### src/hdl/assert_macros.svh
// Assertion helpers for the RTL files; tile_map_box_sweep_top includes them.
// Clock and reset are passed in; no other dependencies.
`ifndef ASSERT_MACROS_SVH
`define ASSERT_MACROS_SVH

// Same-cycle implication, disabled during reset.
`define ASSERT_IMPLIES(lbl, clk, rst_n, ante, cons, msg) \
	lbl: assert property (@(posedge clk) disable iff (!(rst_n)) (ante) |-> (cons)) \
	else $error(msg);

// Next-cycle implication, disabled during reset.
`define ASSERT_NEXT(lbl, clk, rst_n, ante, cons, msg) \
	lbl: assert property (@(posedge clk) disable iff (!(rst_n)) (ante) |=> (cons)) \
	else $error(msg);

`endif

### src/hdl/tmbs_pkg.sv
// Shared types and codes for the tile map box sweep block.
// No dependencies.
`timescale 1ns / 1ps
package tmbs_pkg;
	typedef logic [1:0] cmd_t;
	localparam cmd_t CMD_WRITE  = 2'd0;
	localparam cmd_t CMD_SWEEP  = 2'd1;
	localparam cmd_t CMD_GROUND = 2'd2;

	typedef logic [1:0] cfg_idx_t;
	typedef logic [6:0] cfg_data_t;
	localparam cfg_idx_t REG_MAP_COLS    = 2'd0;
	localparam cfg_idx_t REG_MAP_ROWS    = 2'd1;
	localparam cfg_idx_t REG_TILE_WIDTH  = 2'd2;
	localparam cfg_idx_t REG_TILE_HEIGHT = 2'd3;

	typedef logic signed [19:0] coord_t;
	typedef logic [15:0] size_t;
	typedef logic signed [15:0] move_t;
	typedef logic [5:0] tile_pos_t;
	typedef logic [15:0] tile_val_t;
	typedef logic signed [1:0] norm_t;

	// Request to the shared divider.
	typedef struct packed {
		logic start;
		logic floor_mode;
	} div_req_t;
endpackage

### src/hdl/tmbs_div.sv
// Iterative signed-by-unsigned divider, one quotient bit per cycle.
// Gives truncated or floored quotient. Depends on tmbs_pkg.
`timescale 1ns / 1ps
module tmbs_div #(
	parameter int PW = 23,
	parameter int DW = 11
) (
	input  logic                  clk,
	input  logic                  arst_n,
	input  tmbs_pkg::div_req_t    req,
	input  logic signed [PW-1:0]  dividend,
	input  logic [DW-1:0]         divisor,
	output logic                  done,
	output logic signed [PW-1:0]  quot
);
	import tmbs_pkg::*;
	localparam int CNW = $clog2(PW + 1);

	logic           busy_q, done_q, neg_q, floor_q;
	logic [CNW-1:0] cnt_q;
	logic [PW-1:0]  mag_q;
	logic [DW-1:0]  rem_q, d_q;
	logic [DW:0]    trial;
	logic           ge;
	logic [DW:0]    diff;

	assign trial = {rem_q, mag_q[PW-1]};
	assign ge    = trial >= {1'b0, d_q};
	assign diff  = trial - {1'b0, d_q};

	always_ff @(posedge clk or negedge arst_n) begin
		if (!arst_n) begin
			busy_q <= 1'b0;
			done_q <= 1'b0;
			cnt_q  <= '0;
		end else begin
			done_q <= 1'b0;
			if (req.start) begin
				busy_q <= 1'b1;
				cnt_q  <= CNW'(PW);
			end else if (busy_q) begin
				cnt_q <= cnt_q - 1'b1;
				if (cnt_q == CNW'(1)) begin
					busy_q <= 1'b0;
					done_q <= 1'b1;
				end
			end
		end
	end

	// Datapath: shift the magnitude through the partial remainder.
	always_ff @(posedge clk) begin
		if (req.start) begin
			neg_q   <= dividend[PW-1];
			floor_q <= req.floor_mode;
			mag_q   <= dividend[PW-1] ? PW'(-dividend) : PW'(dividend);
			rem_q   <= '0;
			d_q     <= divisor;
		end else if (busy_q) begin
			rem_q <= ge ? diff[DW-1:0] : trial[DW-1:0];
			mag_q <= {mag_q[PW-2:0], ge};
		end
	end

	always_comb begin
		if (neg_q)
			quot = -$signed(mag_q) - ((floor_q && rem_q != '0) ? PW'(1) : PW'(0));
		else
			quot = $signed(mag_q);
	end
	assign done = done_q;
endmodule

### config.mk
export PLATFORM = sky130hd
export DESIGN_NAME = tmbs_div
export DESIGN_NICKNAME = d
export VERILOG_FILES = /design/src/hdl/assert_macros.svh /design/src/hdl/tmbs_pkg.sv /design/src/hdl/tmbs_div.sv
export SDC_FILE = /design/constraint.sdc
export NUM_CORES = 1
export LEC_CHECK = 0
export ABC_AREA = 1
export BUFFER_PORTS_ARGS = -buffer_cell sky130_fd_sc_hd__buf_2
export CAP_MARGIN = 20
export CORE_ASPECT_RATIO = 1.25
export CORE_MARGIN = 3
export CORE_UTILIZATION = 25
export CTS_CLUSTER_DIAMETER = 200
export DETAILED_ROUTE_END_ITERATION = 8
export SETUP_SLACK_MARGIN = 0.5
export SKIP_CTS_REPAIR_TIMING = 1
export SYNTH_ARGS = -nofsm -noshare
export SYNTH_HDL_FRONTEND = slang
export SYNTH_SLANG_ARGS = --single-unit
### constraint.sdc
create_clock -name clk -period 6.7 [get_ports clk]
set_input_delay 1.005 -clock clk [delete_from_list [all_inputs] [get_ports clk]]
set_output_delay 1.005 -clock clk [all_outputs]
set_load 0.005 [all_outputs]
==> results of run 1 <==
state kept, by name, indices dropped and copies added (netlist names):
signal and count:
mag_q 23, d_q 11, rem_q 11, cnt_q 5, busy_q 1, done 1
floor_q 1, neg_q 1
final cells by class:
type / instances / area (um2) / area share
Clock buffer: 5 / 125 / 0.0213
Clock inverter: 3 / 47.5 / 0.00808
Inverter: 132 / 495 / 0.0842
Multi-Input combinational cell: 592 / 3060 / 0.520
Sequential cell: 54 / 1480 / 0.251
Tap cell: 270 / 338 / 0.0574
Timing Repair Buffer: 63 / 340 / 0.0578
metrics by stage:
step	utilization	hold slack, ps	setup slack, ps
floorplan	-	457	3710
global placement	0.282	474	3240
detailed placement	0.282	482	3200
CTS	0.290	492	2850
global route	0.292	521	2450
finish	0.292	491	2820
cell usage after synthesis, drive strengths merged (3+ instances only):
master	n	area, um2
a21oi	25	129
buf	9	63.8
clkbuf	9	35.0
dfrtp	7	175
dfxtp	11	220
edfxtp	36	1080
ha	38	475
inv	131	492
nand2	265	1000
nand3	64	325
nand3b	8	60.1
nand4	22	144
nor2	69	267
nor3	5	30.0
nor4	3	18.8
o21ai	47	235
o21bai	4	30.0
o22ai	5	31.3
or2	6	37.5
xnor2	8	70.1
xor2	16	140
layer usage:
metal / up-vias / global-route usage / share of wire
met5: - / 0 / 0
met4: 0 / 0.0332 / 0.019
met3: 15 / 0.0142 / 0.032
met2: 86 / 0.244 / 0.52
met1: 2333 / 0.148 / 0.43
li1: 2660 / - / -
worst max-delay path by stage:
stage	startpoint	slack (ps)	endpoint	cells after the start
2_1_floorplan	rem_q[10]	3710	quot[13]	17
3_3_place_gp	rem_q[3]	3240	quot[17]	18
3_5_place_dp	rem_q[3]	3200	quot[17]	18
4_1_cts	rem_q[3]	2850	quot[17]	18
5_1_grt	rem_q[3]	2450	quot[17]	17
6_report	rem_q[3]	2820	quot[13]	18
power by group:
part	switching, uW	total [uW]	leakage [uW]	internal [uW]
Combinational	483	777	0.00237	293
Clock	128	307	0.0000844	179
Sequential	47.6	460	0.000547	412
Total	659	1540	0.00300	885
cell families after synthesis:
kind of cell,synth area share
simple gates,0.369
buf+inv,0.116
compound gates,0.0904
flops,0.288
fa+ha+maj,0.0965
xor+xnor,0.0409
cell usage in the layout (no fill, tap or decap), drive strengths merged, types with 6 or more instances in the layout:
master | Yosys | layout
a21oi | 25 | 25
buf | 9 | 63
dfrtp | 7 | 7
dfxtp | 11 | 11
edfxtp | 36 | 36
ha | 38 | 38
inv | 131 | 132
nand2 | 265 | 265
nand3 | 64 | 64
nand3b | 8 | 8
nand4 | 22 | 22
nor2 | 69 | 69
o21ai | 47 | 47
or2 | 6 | 6
xnor2 | 8 | 8
xor2 | 16 | 16
critical path, delay by kind of cell, from the launching register on:
family,cells,cell delay (ps)
AOI/OAI and AO/OA,1,80
adders and majority gates,3,520
buffers and inverters,3,300
DFF,1,330
and+or+nand+nor,11,1350
==> results.toml, run 1 <==
[die]
num_rows = 58
core-area_um2 = 20200
io_pins = 62
initial_core_util = 0.254
die_h_um = 166
die_area_um2 = 22300
die_w_um = 134

[sta]
maxSlewViolCount = 0
layout_worst_path_cycle_share = 0.579
rsz0062_at_grt = "false"
setup_viol = 0
tightest_slew_ps = 949
skew_ps = 7.16
setup_tns_ps = 0
hold_viol_final = 0
fmax_ghz = 0.258
slew_headroom = 0.365
period_needed_ps = 3880

[detailed_routing]
via_per_inst = 4.55
postRouteWirelength_um = 14200
initialDrtViolationCount = 295
drtPass1Iterations = 5
ant_nets = 0
wl_per_cell_um = 12.7
vias = 5094
post-route-drc-count = 0

[worst_hold_path]
min_path_type = "flop to flop"
worstHoldEndpoint = "rem_q[8]"
holdPathStages = 2
worstHoldStart = "rem_q[8]"

[placed_design]
place_inst = 1110
io_buffers = 61
dp_hpwl_um = 11300
dpl-instance-area_um2 = 5690
gp_congestion = 0.887

[pwr]
finalPower_uw = 1540
powerDensity_nw_per_um2 = 262
p_leak_uw = 0.00300
irDropWorstVdd_v = 0.000123

[finish]
nets = 925
area_delta_synth_final_pct = 14.6
fin_cells = 1119
nFillCells = 2312
design_area_um2 = 5890
diodes = 0
drive_gt1_frac = 0.100

[yosys]
ys_warn_count = 0
synth_ff_type = "edfxtp_1"
synthesis.area_um2 = 5130
syn-num-nets = 873
syn_inst = 796
ys_types = 40
ys_seq_area_frac = 0.288
avgSynthCellArea_um2 = 6.45
synth_edf_count = 36
async_flop_share = 0.130
ys_ff_latch = 54

[clocking]
clk_pin_slew_ps = 70
clock_sinks = 54
cts_buffers = 5
htreeDepth = 2
cts-root-buf = "clkbuf_16"
cts_buffer_depth = 2
clock_latency_ps = 300
cts_tree = "yes"

[worst_setup_path]
critPathSlowestCell = "nor4_1"
endpoint_kind = "output port"
crit_top_cell = "nand2_1"
crit_path_start_kind = "flop"
critical_path_class = "flop to output port"
worstPathCellList = "nor4_1, nand3_1, nand2_1, ha_1, ha_1, inv_1, ha_1, inv_1, nand3_1, nand3_1, nand2_1, nand2_1, nand2_1, nand2_1, nand2_1, nand3_1, o21ai_0, buf_2"
r2r_cells = 11
timing.reg2reg.setup_slack_ps = 3860
crit_fanout = 5
cp_data_arrival_time_ps = 2870
cp_slowest_stage_delay_ps = 380
rr_endpoint = "rem_q[3]"
critPathRequiredTime_ps = 5690
r2r-start = "mag_q[22]"

[grt]
grt.overflow.total = 0
grt.total_usage = 0.127
grt_pass1_vias = 4982
grt_first_pass_wirelength_um = 23400
grt_max_degree = 38
antenna_found_initial = 0

[run_status]
outcome = "completed"

[flow_run]
drv_cap = 0
Note: power is estimated with default switching activity, not from simulation.
==> run 2, diff against run 1 <==
--- a/config.mk
+++ b/config.mk
@@ -5,7 +5,7 @@
 export SDC_FILE = /design/constraint.sdc
 export NUM_CORES = 1
 export LEC_CHECK = 0
-export ABC_AREA = 1
+export ABC_AREA = 0
 export BUFFER_PORTS_ARGS = -buffer_cell sky130_fd_sc_hd__buf_2
 export CAP_MARGIN = 20
 export CORE_ASPECT_RATIO = 1.25
==> constraint.sdc (replaced) <==
create_clock -name clk -period 3.71 [get_ports clk]
set_input_delay 0.5565 -clock clk [delete_from_list [all_inputs] [get_ports clk]]
set_output_delay 0.5565 -clock clk [all_outputs]
set_load 0.005 [all_outputs]
==> run 2 against run 1 <==
  * Critical path type unchanged
  * Sequential share of layout area is 1.8 points higher
  * The run now ends with negative setup slack left
  * Routed wire length down 19%
  * Utilization increased by 2.1 points
  * Total power is 55% higher
  * Non-clock buffer count increased by 11
  * Global-route usage fell by 1.8 points
  * Register-to-register slack worse by 3100 ps
  * Final area down 6.4%
  * Worst setup slack worse by 2900 ps
  * Die area decreased by 11%
==> results.toml, run 2 <==
[sta]
tightest_slew_ps = 903
slew_headroom = 0.397
maxSlewViolCount = 0
setup_tns_ps = -27.8
hold_viol_final = 0
rsz0062_at_grt = "true"
setup_viol = 1
skew_ps = 10.1
setup_ws_ps = -27.8
period_needed_ps = 3740
layout_worst_path_cycle_share = 1.01
fmax_ghz = 0.268

[pwr]
p_leak_uw = 0.00230
powerDensity_nw_per_um2 = 433
finalPower_uw = 2390
irDropWorstVdd_v = 0.000158

[clocking]
htreeDepth = 2
cts-root-buf = "clkbuf_16"
cts_buffers = 5
clk_pin_slew_ps = 70
clock_sinks = 54
clock_latency_ps = 300
cts_tree = "yes"
cts_buffer_depth = 2

[placed_design]
gp_congestion = 0.854
pre_cts_ws_ps = 32.3
io_buffers = 61
dpl-instance-area_um2 = 5090
dp_hpwl_um = 8910

[yosys]
synthesis.area_um2 = 4530
syn_inst = 542
ys_warn_count = 0
avgSynthCellArea_um2 = 8.35
async_flop_share = 0.130
synthDominantCellAreaShare = 0.239
synthTopCellsByCount = "56 x nor2_1, 49 x inv_1, 47 x a21oi_1, 47 x nand2_1, 38 x ha_1"
synthTopCellsByArea = "edfxtp_1 24%, ha_1 11%, a21oi_1 5.2%, dfxtp_1 4.9%, nor2_1 4.6%"
ys_seq_area_frac = 0.326
yosysTopAreaCell = "edfxtp_1"
synth_edf_count = 36
synth_ff_type = "edfxtp_1"
yosysMostFrequentCell = "nor2_1"
ys_types = 61
syn-num-nets = 619
ys_ff_latch = 54

[worst_setup_path]
r2r-start = "mag_q[22]"
endpoint_kind = "output port"
crit_fanout = 4
critPathRequiredTime_ps = 3150
timing.reg2reg.setup_slack_ps = 800
crit_start = "rem_q[3]"
crit_end = "quot[21]"
crit_path_start_kind = "flop"
r2r_cells = 10
cp_data_arrival_time_ps = 3180
critical_path_class = "flop to output port"
rr_endpoint = "rem_q[4]"

[grt]
grt_max_degree = 77
grt.overflow.total = 0
grt.total_usage = 0.110
grt_first_pass_wirelength_um = 17800
antenna_found_initial = 0
grt_pass1_vias = 3756

[detailed_routing]
drtPass1Iterations = 4
initialDrtViolationCount = 99
postRouteWirelength_um = 11500
vias = 4021
post-route-drc-count = 0
via_per_inst = 4.87
wl_per_cell_um = 13.9
ant_nets = 0

[flow_run]
drv_cap = 0

[die]
die_w_um = 126
io_pins = 62
die_area_um2 = 19800
num_rows = 54
die_h_um = 156
initial_core_util = 0.257
core-area_um2 = 17600

[finish]
multi_input_area_um2 = 2960
drive_gt1_frac = 0.193
nets = 678
mostFrequentLayoutCells = "61 x buf_2, 54 x nor2_1, 48 x inv_1"
design_area_um2 = 5510
final_common_cell = "buf_2"
nFillCells = 1850
top_regs = "mag_q (23), d_q (11), rem_q (11)"
finish.utilization = 0.313
regArea_um2 = 1480
diodes = 0
largest_register_ffs = 23
top_register = "mag_q"
area_delta_synth_final_pct = 21.8

[run_status]
outcome = "finished with violations"
violations = "negative setup slack"

[worst_hold_path]
min_path_type = "primary input to asynchronous set/reset pin"
run 2: changes by cell type in the layout (fill, tap and decap cells not counted), sizes merged, moves of 11 or more:
cell	change
a21oi	+22
buf	+11
inv	-83
nand2	-218
nand3	-53
nand4	-15
nor2	-13
xnor2	+13
run 2: cells by family after synthesis:
kind of cell / after synthesis / share of synthesized area
xor gates and xnor gates: 45 / 0.0871
adders and majority gates: 39 / 0.109
DFF: 54 / 0.326
AOI/OAI and AO/OA: 149 / 0.211
and+or+nand+nor: 173 / 0.182
muxes: 11 / 0.0246
buffers and inverters: 71 / 0.0592
run 2: per-stage QoR:
stage,hold WS [ps],std cells
finish,75.2,826
global route,84.1,826
CTS,79.3,821
detailed placement,400,813
global placement,403,813
floorplan,261,542
run 2: layer usage:
layer,up-vias,part of all wire,GRT usage
li1,2063,-,-
met1,1855,0.42,0.121
met2,77,0.52,0.209
met3,26,0.026,0.0143
met4,0,0.042,0.0475
met5,-,0,0
run 2: cell type report:
cell class / count / area share
sequential: 54 / 0.269
tap: 224 / 0.0509
clock buffer: 6 / 0.0252
multi-input combinational: 417 / 0.537
timing repair buffer: 74 / 0.0738
inverter: 49 / 0.0334
clock inverter: 2 / 0.0109
run 2: critical path: stages, from the launching register on:
cell,delay (ps)
dfxtp_4,360
nor4_4,260
nand2_1,110
o41ai_2,320
ha_2,260
ha_4,150
inv_2,40
ha_4,160
nor2_4,130
o31ai_4,90
a21oi_2,220
o21ai_4,110
or2_4,280
a21oi_2,160
a2bb2oi_2,130
buf_2,110
run 2: power breakdown:
group	internal, uW	switching (uW)	leakage [uW]	total (uW)
logic	464	557	0.00168	1020
clock network	405	217	0.0000971	623
registers	700	44.0	0.000530	744
run 2: worst min-delay path by stage:
stage                     cells past startpoint     end    from  slack, ps
after global routing                          1    done  arst_n         80
after floorplan                               0  busy_q  arst_n        260
after detailed placement                      1    done  arst_n        400
after global placement                        1    done  arst_n        400
after CTS                                     1    done  arst_n         80
final                                         1    done  arst_n         80
==> run 3, diff against run 2 <==
--- a/config.mk
+++ b/config.mk
@@ -5,7 +5,7 @@
 export SDC_FILE = /design/constraint.sdc
 export NUM_CORES = 1
 export LEC_CHECK = 0
-export ABC_AREA = 0
+export ABC_AREA = 1
 export BUFFER_PORTS_ARGS = -buffer_cell sky130_fd_sc_hd__buf_2
 export CAP_MARGIN = 20
 export CORE_ASPECT_RATIO = 1.25
==> run 3 against run 2 <==
  * The flow now finishes without violations
  * Clock skew fell by 0.73 ps
  * Via count up 27%
  * Utilization down 1.3 points
  * Routed wire length increased by 24%
  * Worst hold slack better by 0.76 ps
  * Total power grew 21%
  * First-iteration DRC count rose to 3.0 times the previous value
  * Sequential power rose by 13%
  * Maximum frequency rose by 21%
  * Worst setup slack better by 640 ps
  * Cell count increased by 37%
  * Flip-flop and latch count unchanged
  * Highest routed layer unchanged
==> results.toml, run 3 (synthesized netlist as in run 1, its figures left out) <==
[detailed_routing]
vias = 5088
ant_nets = 0
drtPass1Iterations = 5
wl_per_cell_um = 12.6
initialDrtViolationCount = 298
via_per_inst = 4.51
postRouteWirelength_um = 14200
post-route-drc-count = 0

[finish]
design_area_um2 = 6050
final_common_cell = "nand2_1"
diodes = 0
nets = 934
largest_register_ffs = 23
mostFrequentLayoutCells = "251 x nand2_1, 129 x inv_1, 66 x nor2_1"
area_delta_synth_final_pct = 17.8
top_register = "mag_q"
top_regs = "mag_q (23), d_q (11), rem_q (11)"
finish.utilization = 0.300
drive_gt1_frac = 0.132

[clocking]
cts-root-buf = "clkbuf_16"
clock_latency_ps = 300
cts_buffer_depth = 2
clock_sinks = 54
htreeDepth = 2
clk_pin_slew_ps = 70
cts_buffers = 5
cts_tree = "yes"

[die]
die_area_um2 = 22300
die_h_um = 166
num_rows = 58
io_pins = 62
die_w_um = 134
core-area_um2 = 20200
initial_core_util = 0.254

[placed_design]
gp_congestion = 0.895
io_buffers = 61
dp_hpwl_um = 11200
dpl-instance-area_um2 = 5710

[worst_hold_path]
min_path_type = "primary input to asynchronous set/reset pin"

[sta]
layout_worst_path_cycle_share = 0.835
hold_viol_final = 0
fmax_ghz = 0.323
period_needed_ps = 3100
tightest_slew_ps = 910
maxSlewViolCount = 0
rsz0062_at_grt = "true"
slew_headroom = 0.391
setup_viol = 0
setup_tns_ps = 0
skew_ps = 9.35

[worst_setup_path]
crit_fanout = 4
cp_data_arrival_time_ps = 2540
endpoint_kind = "output port"
critPathRequiredTime_ps = 3150
critical_path_class = "flop to output port"
crit_path_start_kind = "flop"

[run_status]
outcome = "completed"

[pwr]
p_leak_uw = 0.00305
irDropWorstVdd_v = 0.000254
powerDensity_nw_per_um2 = 479

[grt]
antenna_found_initial = 0
grt_max_degree = 38
grt_first_pass_wirelength_um = 22700
grt.total_usage = 0.125
grt.overflow.total = 0
grt_pass1_vias = 4687

[flow_run]
drv_cap = 0
[run 3: cell count changes in the layout (fill, tap and decap cells not counted), moves of 11 or more]
cell	delta
nand2_1	+204
inv_1	+81
nand3_1	+50
o21ai_0	+26
a21oi_1	-21
nand2_2	+14
nand4_1	+14
xnor2_1	-13
nor2_1	+12
o21ai_1	-11
[run 3: final cells by class]
class,count,area (um2)
clock buffers,5,125
repair buffers,72,392
flip-flops and latches,54,1480
well taps,270,338
clock inverters,3,47.5
fillers,2278,14100
multi-input cells,592,3170
inverters,132,498
[run 3: stage by stage]
step	total power (uW)	hold slack, ps	setup slack, ps	cells
3_5_place_dp	2240	400	638	1113
2_1_floorplan	1890	261	1170	796
5_1_grt	3170	71.5	415	1128
4_1_cts	2810	74.1	288	1121
6_report	2900	75.9	611	1128
3_3_place_gp	2220	402	672	1113
[run 3: power breakdown]
part	internal [uW]	total [uW]	switching, uW
Combinational	592	1500	911
Clock	323	553	231
Sequential	747	840	92.7
Total	1660	2900	1230
[run 3: worst paths after layout]
check	startpoint	endpoint	slack (ps)	cells after the start
min	arst_n	cnt_q[3]	80	1
max	rem_q[7]	quot[15]	610	18
min reg2reg	cnt_q[4]	cnt_q[4]	490	1
max in group asynchronous	arst_n	cnt_q[1]	3480	1
min in group clk	divisor[3]	d_q[3]	430	1
max reg2reg	d_q[8]	rem_q[3]	1290	9
[run 3: worst max-delay path, cell delays in order (launching register included)]
cell and delay, ps:
dfxtp_1 340, nor3_1 290, nand3_1 140, nand2_2 120
ha_4 140, ha_4 130, inv_2 40, ha_4 150
inv_4 70, nand3_4 80, nand3_4 90, nand2_1 70
nand2_2 130, nand2_2 70, nand2_1 50, nand2_1 40
nand3_1 50, o21ai_0 80, buf_2 140
[run 3: per-layer routing]
layer / global-route usage / share of wire
met3: 0.0155 / 0.037
met2: 0.230 / 0.51
met4: 0.0319 / 0.016
met5: 0 / 0
met1: 0.152 / 0.43
